`src/cws_pkg.sv`:
```
package cws_pkg;

    typedef enum logic [2:0] {
        PH_STOP     = 3'd0,
        PH_BEGIN    = 3'd1,
        PH_SPINDLE  = 3'd2,
        PH_TRAVERSE = 3'd3,
        PH_REVERSE  = 3'd4
    } t_phase;

    typedef enum logic [2:0] {
        ACT_TICK   = 3'd0,
        ACT_MANUAL = 3'd1,
        ACT_SLOWER = 3'd2,
        ACT_FASTER = 3'd3,
        ACT_MENU   = 3'd4,
        ACT_START  = 3'd5
    } t_action;

    typedef enum logic [1:0] {
        CFG_TURN_TARGET = 2'd0,
        CFG_SPINDLE_CW  = 2'd1,
        CFG_LAYER_STEPS = 2'd2,
        CFG_PITCH_STEPS = 2'd3
    } t_cfg_index;

    localparam logic [7:0] TRAVERSE_PACE = 8'd30;
    localparam logic [3:0] SPEED_MIN     = 4'd1;
    localparam logic [3:0] SPEED_MAX     = 4'd10;

    typedef struct packed {
        logic [15:0] turn_target;
        logic        spindle_cw;
        logic [15:0] layer_steps;
        logic [9:0]  pitch_steps;
    } t_cfg;

    typedef struct packed {
        t_phase      phase;
        logic [15:0] turns;
        logic        trav_dir;
        logic        rot_seen;
        logic [7:0]  sp_timer;
        logic [7:0]  tr_timer;
        logic [15:0] layer_pos;
        logic [15:0] pitch_mark;
        logic        manual;
        logic [3:0]  speed;
        logic        motor_en;
    } t_state;

    // field order matches the tdata layout, lowest bit last in the list
    typedef struct packed {
        logic [3:0]  speed_level;
        logic        manual_mode;
        logic        menu_request;
        logic        finished;
        logic [15:0] turn_count;
        logic        motor_on;
        logic        traverse_direction;
        logic        traverse_step;
        logic        spindle_step;
    } t_result;

    // spindle step interval in ticks per speed level; out-of-range levels clamp
    function automatic logic [7:0] pace(input logic [3:0] speed);
        logic [7:0] p;
        case (speed) inside
            4'd0, 4'd1: p = 8'd230;
            4'd2:       p = 8'd130;
            4'd3:       p = 8'd70;
            4'd4:       p = 8'd30;
            4'd5:       p = 8'd20;
            4'd6:       p = 8'd18;
            4'd7:       p = 8'd16;
            4'd8:       p = 8'd12;
            4'd9:       p = 8'd11;
            default:    p = 8'd10;
        endcase
        return p;
    endfunction

endpackage

```
`src/cws_step.sv`:
```
module cws_step (
    input  cws_pkg::t_state  i_state,
    input  cws_pkg::t_cfg    i_cfg,
    input  logic [2:0]       i_action,
    input  logic             i_rotation,
    output cws_pkg::t_state  o_state,
    output cws_pkg::t_result o_result
);

    cws_pkg::t_state  n;
    cws_pkg::t_action act;
    logic             spin;
    logic             trav;
    logic             done;
    logic             menu;
    logic [15:0]      since_mark;

    assign act = cws_pkg::t_action'(i_action);

    always_comb begin
        n          = i_state;
        spin       = 1'b0;
        trav       = 1'b0;
        done       = 1'b0;
        menu       = 1'b0;
        since_mark = 16'd0;

        if (i_rotation) n.rot_seen = 1'b1;
        if (n.sp_timer != 8'hFF) n.sp_timer = n.sp_timer + 8'd1;
        if (n.tr_timer != 8'hFF) n.tr_timer = n.tr_timer + 8'd1;

        if (act == cws_pkg::ACT_START) begin
            n.speed  = cws_pkg::SPEED_MIN;
            n.manual = 1'b1;
            n.phase  = cws_pkg::PH_BEGIN;
        end else begin
            unique case (i_state.phase)
                cws_pkg::PH_BEGIN: begin
                    n.sp_timer   = 8'd0;
                    n.tr_timer   = 8'd0;
                    n.trav_dir   = 1'b1;
                    n.turns      = 16'd0;
                    n.rot_seen   = 1'b0;
                    n.layer_pos  = 16'd0;
                    n.pitch_mark = 16'd0;
                    n.phase      = cws_pkg::PH_SPINDLE;
                end
                cws_pkg::PH_SPINDLE, cws_pkg::PH_TRAVERSE: begin
                    // spindle part: a pending rotation counts one turn
                    if (n.rot_seen) begin
                        n.rot_seen = 1'b0;
                        n.phase    = cws_pkg::PH_TRAVERSE;
                        if (n.turns != 16'hFFFF) n.turns = n.turns + 16'd1;
                    end else if (!n.manual && n.sp_timer >= cws_pkg::pace(n.speed)) begin
                        spin       = 1'b1;
                        n.sp_timer = 8'd0;
                    end
                    // traverse part runs only when the tick began in traverse
                    if (i_state.phase == cws_pkg::PH_TRAVERSE) begin
                        since_mark = n.layer_pos - n.pitch_mark;
                        if (n.layer_pos >= i_cfg.layer_steps) begin
                            n.phase      = cws_pkg::PH_REVERSE;
                            n.layer_pos  = 16'd0;
                            n.pitch_mark = 16'd0;
                        end else if ({6'd0, i_cfg.pitch_steps} <= since_mark) begin
                            n.pitch_mark = n.layer_pos;
                            n.phase      = cws_pkg::PH_SPINDLE;
                            if (n.manual) n.motor_en = 1'b0;
                        end else begin
                            if (n.manual) n.motor_en = 1'b1;
                            if (n.tr_timer >= cws_pkg::TRAVERSE_PACE) begin
                                trav        = 1'b1;
                                n.layer_pos = n.layer_pos + 16'd1;
                                n.tr_timer  = 8'd0;
                            end
                        end
                    end
                end
                cws_pkg::PH_REVERSE: begin
                    n.trav_dir = ~n.trav_dir;
                    n.phase    = cws_pkg::PH_SPINDLE;
                end
                default: ;
            endcase

            if (i_cfg.turn_target <= n.turns) begin
                n.phase      = cws_pkg::PH_STOP;
                n.layer_pos  = 16'd0;
                n.pitch_mark = 16'd0;
                n.motor_en   = 1'b0;
                done         = 1'b1;
            end else begin
                unique case (act)
                    cws_pkg::ACT_MANUAL: begin
                        n.manual   = ~n.manual;
                        n.motor_en = ~n.manual;
                    end
                    cws_pkg::ACT_SLOWER: begin
                        if (n.speed > cws_pkg::SPEED_MIN) n.speed = n.speed - 4'd1;
                    end
                    cws_pkg::ACT_FASTER: begin
                        if (n.speed < cws_pkg::SPEED_MAX) n.speed = n.speed + 4'd1;
                    end
                    cws_pkg::ACT_MENU: menu = 1'b1;
                    default: ;
                endcase
            end
        end
    end

    assign o_state = n;

    always_comb begin
        o_result.spindle_step       = spin;
        o_result.traverse_step      = trav;
        o_result.traverse_direction = n.trav_dir;
        o_result.motor_on           = n.motor_en;
        o_result.turn_count         = n.turns;
        o_result.finished           = done;
        o_result.menu_request       = menu;
        o_result.manual_mode        = n.manual;
        o_result.speed_level        = n.speed;
    end

endmodule

```
`src/coil_winding_sequencer.sv`:
```
// Coil winder sequencer. Each request on the slave stream is one microsecond
// tick carrying a key action and the rotation sensor bit; each tick yields
// exactly one result on the master stream with the stepper pulses, motor
// enable, turn count and status. One tick is taken every clock cycle: the
// whole state update is a single pass of logic from the state registers into
// the result register, and only master back-pressure slows the flow.
// Configuration writes are taken at any time, one per cycle,
// and should only be issued while no tick is in flight.
module coil_winding_sequencer (
    input  logic        i_clk,
    input  logic        i_rst_n,
    // slave stream: [2:0] action, [3] rotation_pulse, [7:4] zero
    input  logic        i_s_tvalid,
    output logic        o_s_tready,
    input  logic [7:0]  i_s_tdata,
    // master stream: [0] spindle_step, [1] traverse_step, [2] traverse_direction,
    // [3] motor_on, [19:4] turn_count, [20] finished, [21] menu_request,
    // [22] manual_mode, [26:23] speed_level, [31:27] zero
    output logic        o_m_tvalid,
    input  logic        i_m_tready,
    output logic [31:0] o_m_tdata,
    // configuration write
    input  logic        i_cfg_valid,
    output logic        o_cfg_ready,
    input  logic [1:0]  i_cfg_index,
    input  logic [15:0] i_cfg_data
);

    cws_pkg::t_cfg    r_cfg;
    cws_pkg::t_state  r_state;
    cws_pkg::t_state  n_state;
    cws_pkg::t_result r_res;
    cws_pkg::t_result n_res;
    logic             r_out_valid;
    logic             in_acc;

    assign o_s_tready  = ~r_out_valid | i_m_tready;
    assign in_acc      = i_s_tvalid & o_s_tready;
    assign o_cfg_ready = 1'b1;

    cws_step u_step (
        .i_state    (r_state),
        .i_cfg      (r_cfg),
        .i_action   (i_s_tdata[2:0]),
        .i_rotation (i_s_tdata[3]),
        .o_state    (n_state),
        .o_result   (n_res)
    );

    always_ff @(posedge i_clk) begin
        if (!i_rst_n) begin
            r_cfg.turn_target <= 16'd100;
            r_cfg.spindle_cw  <= 1'b1;
            r_cfg.layer_steps <= 16'd1000;
            r_cfg.pitch_steps <= 10'd10;
        end else if (i_cfg_valid) begin
            unique case (cws_pkg::t_cfg_index'(i_cfg_index))
                cws_pkg::CFG_TURN_TARGET: r_cfg.turn_target <= i_cfg_data;
                cws_pkg::CFG_SPINDLE_CW:  r_cfg.spindle_cw  <= i_cfg_data[0];
                cws_pkg::CFG_LAYER_STEPS: r_cfg.layer_steps <= i_cfg_data;
                cws_pkg::CFG_PITCH_STEPS: r_cfg.pitch_steps <= i_cfg_data[9:0];
                default: ;
            endcase
        end
    end

    always_ff @(posedge i_clk) begin
        if (!i_rst_n) begin
            r_state.phase      <= cws_pkg::PH_STOP;
            r_state.turns      <= 16'd0;
            r_state.trav_dir   <= 1'b1;
            r_state.rot_seen   <= 1'b0;
            r_state.sp_timer   <= 8'd0;
            r_state.tr_timer   <= 8'd0;
            r_state.layer_pos  <= 16'd0;
            r_state.pitch_mark <= 16'd0;
            r_state.manual     <= 1'b1;
            r_state.speed      <= 4'd1;
            r_state.motor_en   <= 1'b0;
        end else if (in_acc) begin
            r_state <= n_state;
        end
    end

    always_ff @(posedge i_clk) begin
        if (!i_rst_n) begin
            r_out_valid <= 1'b0;
        end else if (in_acc) begin
            r_out_valid <= 1'b1;
        end else if (i_m_tready) begin
            r_out_valid <= 1'b0;
        end
    end

    always_ff @(posedge i_clk) begin
        if (in_acc) begin
            r_res <= n_res;
        end
    end

    assign o_m_tvalid = r_out_valid;
    assign o_m_tdata  = {5'd0, r_res};

    // winding stopped: motor must be off in the same result
    assert property (@(posedge i_clk) disable iff (!i_rst_n)
        r_out_valid && r_res.finished |-> !r_res.motor_on)
        else $error("finished result with motor enabled");

    assert property (@(posedge i_clk) disable iff (!i_rst_n)
        r_state.speed >= cws_pkg::SPEED_MIN && r_state.speed <= cws_pkg::SPEED_MAX)
        else $error("speed level out of range");

    assert property (@(posedge i_clk) disable iff (!i_rst_n)
        in_acc && n_res.finished |=> r_state.phase == cws_pkg::PH_STOP)
        else $error("target reached but sequencer not stopped");

    // a stalled result is never dropped
    assert property (@(posedge i_clk) disable iff (!i_rst_n)
        r_out_valid && !i_m_tready |=> r_out_valid && $stable(r_res))
        else $error("pending result lost under back-pressure");

endmodule
```
`config.mk`:
```
export PLATFORM = sky130hd
export DESIGN_NAME = coil_winding_sequencer
export DESIGN_NICKNAME = d
export VERILOG_FILES = /design/src/cws_pkg.sv /design/src/cws_step.sv /design/src/coil_winding_sequencer.sv
export SDC_FILE = /design/constraint.sdc
export NUM_CORES = 1
export LEC_CHECK = 0
export BUFFER_PORTS_ARGS = -buffer_cell sky130_fd_sc_hd__buf_2
export CAP_MARGIN = 20
export CORE_MARGIN = 10
export CORE_UTILIZATION = 65
export CTS_CLUSTER_DIAMETER = 120
export DETAILED_ROUTE_END_ITERATION = 10
export PLACE_DENSITY_LB_ADDON = 0.05
export SLEW_MARGIN = 30
export SYNTH_ARGS = -nofsm -noshare
export SYNTH_HDL_FRONTEND = slang
export SYNTH_SLANG_ARGS = --single-unit
export TNS_END_PERCENT = 20
```
`constraint.sdc`:
```
create_clock -name i_clk -period 12.6 [get_ports i_clk]
set_input_delay 2.52 -clock i_clk [delete_from_list [all_inputs] [get_ports i_clk]]
set_output_delay 2.52 -clock i_clk [all_outputs]
set_load 0.02 [all_outputs]
```
==> impl_metrics.json, run 1 <==
{
  "finClkSkew_ns": 0.00874,
  "synth_top_area_cell": "dfxtp_1",
  "ys.flop_type": "dfxtp_1",
  "synth-seq-area-share": 0.342,
  "grt_pass1_wl_mm": 37.0,
  "p_per_area_nw_per_um2": 113,
  "grt_pass1_vias": 7594,
  "synth_warnings": 0,
  "vias": 8173,
  "cp_max_fo": 30,
  "synthArstFlopShare": 0,
  "synth_edf_count": 27,
  "dpl_cell_area_sq_um": 9560,
  "power.share.combinational": 0.133,
  "avgViaCountPerCell": 6.17,
  "period_needed_ns": 6.70,
  "hold_violations": 0,
  "fillers": 1117,
  "crit_top_cell": "nand4_1",
  "cts-root-buf": "clkbuf_16",
  "cp-end-kind": "flip-flop",
  "cap_violations": 0,
  "antenna_found_initial": 0,
  "worst_ep_required_time_ns": 12.97,
  "fmax_mhz": 149,
  "drtAntennaViolNets": 0,
  "p_leak_nw": 3.95,
  "slowest_stage": "nor4_4",
  "grt_max_degree": 83,
  "cts.reportedPaths.clkPinSlew_ns": 0.06,
  "path_cells": "buf_2 > nor2_1 > a31oi_1 > nand4_1 > or4_1 > nand2_1 > a22oi_1 > ha_1 > nand4_1 > nor4_1 > a21boi_0 > o31ai_2 > buf_4 > nor4_4 > nand4_4 > or3_1 > a21oi_1",
  "worstMarginPinSlew_ns": 0.961,
  "die_width_um": 139,
  "start_kind": "input pin",
  "synth.most_common_cell": "nand2_1",
  "std_cell_rows": 43,
  "postSynthCellCount": 1113,
  "drc": 0,
  "fin_setup_tns_ns": 0,
  "io_buffers": 55,
  "cts_tree": "yes",
  "seq_power_share": 0.431,
  "nets": 1237,
  "avgSynthCellArea_sq_um": 8.32,
  "ctsResizeCount": 0,
  "cts_hold_buf": 0,
  "power_switching_mw": 0.326,
  "first_iter_violations": 723,
  "clockPowerShare": 0.436,
  "clock_latency_ns": 0.43,
  "die_h_um": 139,
  "worstPathArrival_ns": 7.07,
  "cts_num_sinks": 145,
  "setup_viol": 0,
  "peakVddDrop_mv": 0.0783,
  "cts_buffers": 17,
  "grt_setup_unrepaired": "false",
  "start_util": 0.665,
  "area_delta_synth_final_pct": 9.53,
  "worstHoldPathType": "reg -> reg",
  "antenna_cells": 0,
  "first_pass_iters": 5,
  "post_cts_buffers": 0,
  "syn_area_sq_um": 9270,
  "grt_util_all_layers": 0.224,
  "stdcell_area_sq_um": 10100,
  "clockBufferDepth": 2,
  "criticalPathCategory": "in -> reg",
  "core_area_sq_um": 13900,
  "io_pins": 66,
  "wl_mm": 21.8,
  "switching_share": 0.283,
  "die_area_sq_um": 19400,
  "dp_hpwl_mm": 15.7,
  "h-tree-depth": 4,
  "max_stage_delay_ns": 0.64,
  "synthTopCellsByArea": "dfxtp_1 (25%), ha_1 (10%), edfxtp_1 (8.8%), nand2_1 (5.6%), a21boi_0 (4.4%)",
  "yosys.area.top_type_share": 0.255,
  "gr-total-overflow": 0,
  "ys_types": 81,
  "synth-seq-cells": 145,
  "yosys-top-cells-count": "nand2_1 (138), dfxtp_1 (118), ha_1 (74), o21ai_0 (63), nor2_1 (62)",
  "slew_headroom": 0.359,
  "drive_gt1_frac": 0.104,
  "p_int_mw": 0.824,
  "wl_per_cell_um": 16.5,
  "outcome": "finished clean",
  "timing.final.crit_share": 0.532,
  "postLayoutCoreUtil": 0.728,
  "slew_violations": 0,
  "globalplace.congestion": 0.850
}
cell families (layout without fill, tap and decap cells):
group	count (synthesis)	count (layout)	share of synthesized area
and+or+nand+nor	400	400	0.218
AOI/OAI and AO/OA	336	336	0.254
DFF	145	145	0.342
buffers and inverters	129	156	0.0567
adders and majority gates	75	75	0.102
xor gates and xnor gates	19	19	0.0180
muxes	7	7	0.00797
other	2	6	0.000811
routing by layer:
| layer | share of wire | track usage |
|---|---|---|
| met1 | 0.44 | 0.279 |
| met2 | 0.49 | 0.378 |
| met3 | 0.050 | 0.0514 |
| met4 | 0.019 | 0.0659 |
| met5 | 0 | 0 |
power by group through the flow:
stage,Sequential [mW],Clock (mW),Combinational (mW)
finish,0.496,0.502,0.153
floorplan,0.510,0,0.110
global placement,0.505,0,0.148
CTS,0.496,0.510,0.153
global route,0.497,0.531,0.171
detailed placement,0.506,0,0.152
metrics by stage:
stage,power [mW],instances,worst slack (ns),hold WS (ns)
final,1.15,1324,5.90,0.467
after global routing,1.20,1324,5.52,0.496
after CTS,1.16,1324,5.94,0.468
after detailed placement,0.658,1292,5.49,0.459
after global placement,0.653,1291,5.24,0.454
after floorplan,0.620,1117,6.56,0.443
sequential cells by signal, indices dropped and copies added, names as in the netlist:
register and cells:
r_state 75, r_cfg 42, o_m_tdata 27, o_m_tvalid 1
area by class of cell:
cell class	count	area, sq um	area share
inverter	60	225	0.0222
timing repair buffer	64	343	0.0338
sequential	145	3170	0.313
tap	180	225	0.0222
clock buffer	17	425	0.0419
clock inverter	15	160	0.0158
multi-input combinational	843	5600	0.551
cells in the final DEF, fill, tap and decap left out, types with 21 or more instances in the layout:
cell type,count
nand2_1,138
dfxtp_1,118
ha_1,74
o21ai_0,63
nor2_1,62
inv_1,60
buf_2,55
nand3_1,54
a21boi_0,54
a21oi_1,49
edfxtp_1,27
nand2b_1,24
and3_1,23
o21a_1,23
o211ai_1,21
final timing paths:
check | from | endpoint | slack, ns | cells past startpoint
setup reg to reg | r_state[59] | r_state[24] | 7.10 | 19
setup / recovery | i_s_tdata[3] | r_state[24] | 5.90 | 17
hold reg to reg | r_cfg[23] | r_cfg[23] | 0.47 | 2
hold / removal | r_cfg[23] | r_cfg[23] | 0.47 | 2
critical path: cells and delay by family:
kind,cells,cell delay (ns)
and+or+nand+nor,9,3.09
AOI/OAI and AO/OA,5,0.80
adders and majority gates,1,0.32
buffers and inverters,2,0.32
Power figures use the tool's default switching activity.
==> run 2, diff against run 1 <==
- CORE_UTILIZATION: 65 -> 56
- clock period: 12.6 -> 5.5 ns (I/O delays scaled with it)
==> run 2 against run 1 <==
  * Critical path depth rose by 2
  * Cell count increased by 3.7%
  * Combinational power increased by 140%
  * Register-to-register slack got worse by 6.7 ns
  * Setup slack got worse by 5.5 ns
  * Wire length rose by 2.6%
  * Utilization shrank 8.7 points
  * Flip-flop and latch count unchanged
  * Total power rose by 130%
  * Die area up 14%
==> impl_metrics.json, run 2 (synthesis results as in run 1) <==
{
  "clockPowerShare": 0.433,
  "finClkSkew_ns": 0.00833,
  "cts.reportedPaths.clkPinSlew_ns": 0.06,
  "drc": 0,
  "cts_tree": "yes",
  "outcome": "finished clean",
  "wl_mm": 22.4,
  "worst_ep_required_time_ns": 5.87,
  "vias": 8152,
  "gr-total-overflow": 0,
  "grt_pass1_wl_mm": 37.0,
  "die_h_um": 149,
  "timing.final.crit_share": 0.923,
  "die_width_um": 149,
  "slew_headroom": 0.324,
  "criticalPathCategory": "reg -> reg",
  "core_area_sq_um": 16100,
  "seq_power_share": 0.427,
  "peakVddDrop_mv": 0.234,
  "dp_hpwl_mm": 16.1,
  "drive_gt1_frac": 0.115,
  "worstMarginPinSlew_ns": 1.00,
  "h-tree-depth": 4,
  "start_util": 0.577,
  "first_pass_iters": 5,
  "hold_violations": 0,
  "antenna_cells": 0,
  "fmax_mhz": 197,
  "power_switching_mw": 0.742,
  "drtAntennaViolNets": 0,
  "cts-root-buf": "clkbuf_16",
  "cp-end-kind": "flip-flop",
  "cap_violations": 0,
  "slowest_stage": "dfxtp_1",
  "switching_share": 0.279,
  "power.share.combinational": 0.140,
  "start_kind": "flip-flop",
  "cts_num_sinks": 145,
  "grt_setup_unrepaired": "false",
  "clock_latency_ns": 0.42,
  "path_cells": "and4_1 > nand4_1 > nor2_2 > a31oi_1 > buf_4 > nor2b_1 > a31oi_1 > o21ai_0 > o31a_1 > ha_1 > nand4_1 > nor4_1 > a21boi_0 > o31ai_2 > buf_4 > nor4_4 > nand4_2 > o211ai_1 > o21a_1",
  "largest_reg_flops": 75,
  "worstPathArrival_ns": 5.44,
  "period_needed_ns": 5.08,
  "cp_max_fo": 15,
  "critical-path-top-delay-family": "simple AND/OR/NAND/NOR gates",
  "std_cell_rows": 46,
  "first_iter_violations": 614,
  "cts_buffers": 17,
  "top_register": "r_state",
  "nets": 1250,
  "grt_pass1_vias": 7424,
  "io_pins": 66,
  "area_delta_synth_final_pct": 11.1,
  "die_area_sq_um": 22100,
  "cts_hold_buf": 0,
  "io_buffers": 55,
  "antenna_found_initial": 0,
  "slew_violations": 0,
  "setup_viol": 0,
  "p_leak_nw": 4.01,
  "fin_setup_tns_ns": 0,
  "avgViaCountPerCell": 5.94,
  "mostFrequentLayoutCell": "nand2_1",
  "p_per_area_nw_per_um2": 259,
  "worstHoldPathType": "reg -> reg",
  "clockBufferDepth": 2,
  "p_int_mw": 1.92,
  "grt_max_degree": 59,
  "mostFrequentLayoutCells": "nand2_1 (138), dfxtp_1 (117), ha_1 (74)",
  "globalplace.congestion": 0.903,
  "max_stage_delay_ns": 0.47,
  "crit_buf_inv": 2,
  "holdWs_ns": 0.469,
  "wl_per_cell_um": 16.3,
  "grt_util_all_layers": 0.203
}
[run 2: cell types whose count changed in the layout (fill, tap and decap cells not counted), moves of 2 or more]
| cell | before | now |
|---|---|---|
| buf_4 | 9 | 21 |
| inv_6 | 8 | 3 |
| clkinv_2 | 0 | 2 |
| clkinvlp_4 | 0 | 2 |
| inv_8 | 3 | 1 |
[run 2: tightest hold or removal path, cell delays in order (launching register included)]
cell,delay (ns)
dfxtp_1,0.31
nand2b_1,0.06
a21boi_1,0.05
[run 2: metal layers]
metal  vias to the layer above  track usage  routed length [um]
met5                         -            0                   0
met4                         0       0.0699                 420
met3                        29       0.0379                1040
met2                       212        0.337               10600
met1                      3788        0.257               10300
li1                       4123            -                   -
[run 2: metrics by stage]
stage	setup slack, ns	utilization	instances	area (sq um)	total power [mW]
detailed placement	0.194	0.603	1340	9690	1.53
global placement	0.258	0.603	1340	9690	1.52
finish	0.424	0.641	1373	10300	2.66
CTS	0.281	0.640	1372	10300	2.68
global route	0.00780	0.641	1373	10300	2.77
floorplan	0.879	-	1117	9280	1.42
[run 2: what timing repair did]
item	in CTS	in global routing
endpoints found under the setup margin	0	16
resized for setup	0	2
setup buffers	0	0
[run 2: cell type report]
type | count | area [sq um]
sequential | 145 | 3170
clock inverter | 13 | 125
clock buffer | 19 | 464
inverter | 60 | 225
multi-input combinational | 844 | 5600
fill | 1389 | 5770
tap | 216 | 270
timing repair buffer | 76 | 433
[run 2: worst paths after layout]
| check | cells past startpoint | start | slack (ns) | endpoint |
|---|---|---|---|---|
| min reg2reg | 2 | r_state[18] | 0.47 | r_state[18] |
| max reg2reg | 19 | r_state[60] | 0.42 | r_state[37] |
| min | 2 | r_state[18] | 0.47 | r_state[18] |
| max | 19 | r_state[60] | 0.42 | r_state[37] |
[run 2: power by group through the flow]
stage	clock, mW	combinational (mW)	sequential (mW)
after CTS	1.17	0.372	1.14
after floorplan	0	0.252	1.17
after detailed placement	0	0.369	1.16
final	1.15	0.374	1.14
after global routing	1.22	0.415	1.14
after global placement	0	0.367	1.16
==> run 3, diff against run 2 <==
- CORE_UTILIZATION: 56 -> 57
- CTS_BUF_LIST: default -> sky130_fd_sc_hd__clkbuf_8
- REMOVE_ABC_BUFFERS: default -> 1
==> run 3 against run 2 <==
  * Sequential share of layout area grew 0.62 points
  * First-iteration DRC count shrank 3.3%
  * Flip-flop and latch count is the same
  * Utilization shrank 0.58 points
  * Critical path type unchanged
==> impl_metrics.json, run 3 (synthesis results as in run 1) <==
{
  "grt_max_degree": 61,
  "worstMarginPinSlew_ns": 0.920,
  "grt_util_all_layers": 0.202,
  "place_inst": 1340,
  "drtAntennaViolNets": 0,
  "io_buffers": 55,
  "cts_hold_buf": 0,
  "dp_hpwl_mm": 16.2,
  "worst_ep_required_time_ns": 5.89,
  "cp-end-kind": "flip-flop",
  "crit_top_cell": "buf_4",
  "mostFrequentLayoutCell": "nand2_1",
  "globalplace.congestion": 0.864,
  "std_cell_rows": 46,
  "h-tree-depth": 4,
  "outcome": "finished clean",
  "finClkSkew_ns": 0.0117,
  "worst_slack_ns": 0.499,
  "clockBufferDepth": 2,
  "wl_per_cell_um": 16.1,
  "largest_reg_flops": 75,
  "slew_violations": 0,
  "wl_met1_mm": 9.98,
  "highest_layer": "met4",
  "grt_pass1_vias": 7329,
  "criticalPathCategory": "reg -> reg",
  "path_cells": "and4_1 > nand4_1 > nor2_2 > a31oi_1 > buf_4 > nor2b_1 > a31oi_1 > o21ai_0 > o31a_1 > ha_1 > nand4_1 > nor4_2 > a21boi_0 > o31ai_2 > buf_4 > buf_4 > nor3b_4 > a21oi_1 > a311oi_1 > nand2_1 > a21boi_0",
  "nets": 1249,
  "die_width_um": 147,
  "r2r_start": "r_state[60]",
  "top_register": "r_state",
  "cp_max_fo": 10,
  "antenna_found_initial": 0,
  "vias": 8023,
  "drive_gt1_frac": 0.115,
  "wl_met3_mm": 1.12,
  "clock_latency_ns": 0.46,
  "p_per_area_nw_per_um2": 231,
  "start_util": 0.583,
  "drc": 0,
  "cts_num_sinks": 145,
  "r2r_setup_slack_ns": 0.50,
  "cts-root-buf": "clkbuf_8",
  "avgViaCountPerCell": 5.85,
  "met2_length_mm": 10.5,
  "wl_mm": 22.1,
  "grt_setup_unrepaired": "false",
  "antenna_cells": 0,
  "dpl_worst_slack_ns": 0.198,
  "cts_buffers": 17,
  "max_stage_delay_ns": 0.48,
  "fmax_mhz": 200,
  "setup_viol": 0,
  "worstPathArrival_ns": 5.39,
  "slowest_stage": "dfxtp_1",
  "hold_violations": 0,
  "gr-total-overflow": 0,
  "startpoint": "r_state[60]",
  "die_area_sq_um": 21800,
  "cap_violations": 0,
  "core_area_sq_um": 15900,
  "io_pins": 66,
  "hp-start": "r_cfg[22]",
  "cts.reportedPaths.clkPinSlew_ns": 0.08,
  "p_leak_nw": 3.90,
  "cts_tree": "yes",
  "first_iter_violations": 594,
  "die_h_um": 147,
  "period_needed_ns": 5.00,
  "grt_pass1_wl_mm": 36.5,
  "start_kind": "flip-flop",
  "peakVddDrop_mv": 0.144,
  "stdcell_count": 1372,
  "slew_headroom": 0.385,
  "timing.final.crit_share": 0.909,
  "first_pass_iters": 5,
  "area_delta_synth_final_pct": 8.90,
  "worstHoldPathType": "reg -> reg",
  "mostFrequentLayoutCells": "nand2_1 (138), dfxtp_1 (117), ha_1 (74)"
}
## run 3: report_power, final
group	internal, mW	total [mW]	switching [mW]
registers	1.11	1.13	0.0223
clock network	0.389	0.829	0.440
logic	0.137	0.362	0.225
total	1.64	2.33	0.688
## run 3: what timing repair did
item | 4_1_cts | 5_1_grt
endpoints found under the setup margin | 0 | 39
resized for setup | 0 | 3
setup buffers | 0 | 0
## run 3: cell type report
type,instances,area (sq um)
repair buffers,76,433
clock inverters,13,124
flip-flops and latches,145,3170
fillers,1444,5800
clock buffers,19,262
inverters,60,225
well taps,216,270
multi-input cells,843,5600
## run 3: critical path, delay by kind of cell, from the launching register on
family	cells	cell delay (ns)
simple gates	8	1.90
buf+inv	3	0.55
compound gates	9	1.69
flops	1	0.48
fa+ha+maj	1	0.30
## run 3: per-layer routing
| layer | vias up | global-route usage |
|---|---|---|
| met4 | 0 | 0.0818 |
| met2 | 181 | 0.331 |
| li1 | 4094 | - |
| met5 | - | 0 |
| met3 | 35 | 0.0415 |
| met1 | 3713 | 0.253 |
## run 3: worst paths after layout
path | endpoint | cells after the start
setup / recovery | r_state[3] | 21
hold / removal | r_cfg[22] | 2
setup reg to reg | r_state[3] | 21
hold reg to reg | r_cfg[22] | 2
## run 3: per-stage QoR
step	utilization	setup TNS [ns]	total power, mW	hold slack, ns	instance area [sq um]
floorplan	-	-9.43	1.39	0.443	8980
global placement	0.610	0	1.51	0.453	9690
detailed placement	0.610	0	1.52	0.459	9690
CTS	0.635	0	2.34	0.471	10100
global route	0.635	0	2.43	0.491	10100
finish	0.635	0	2.33	0.466	10100
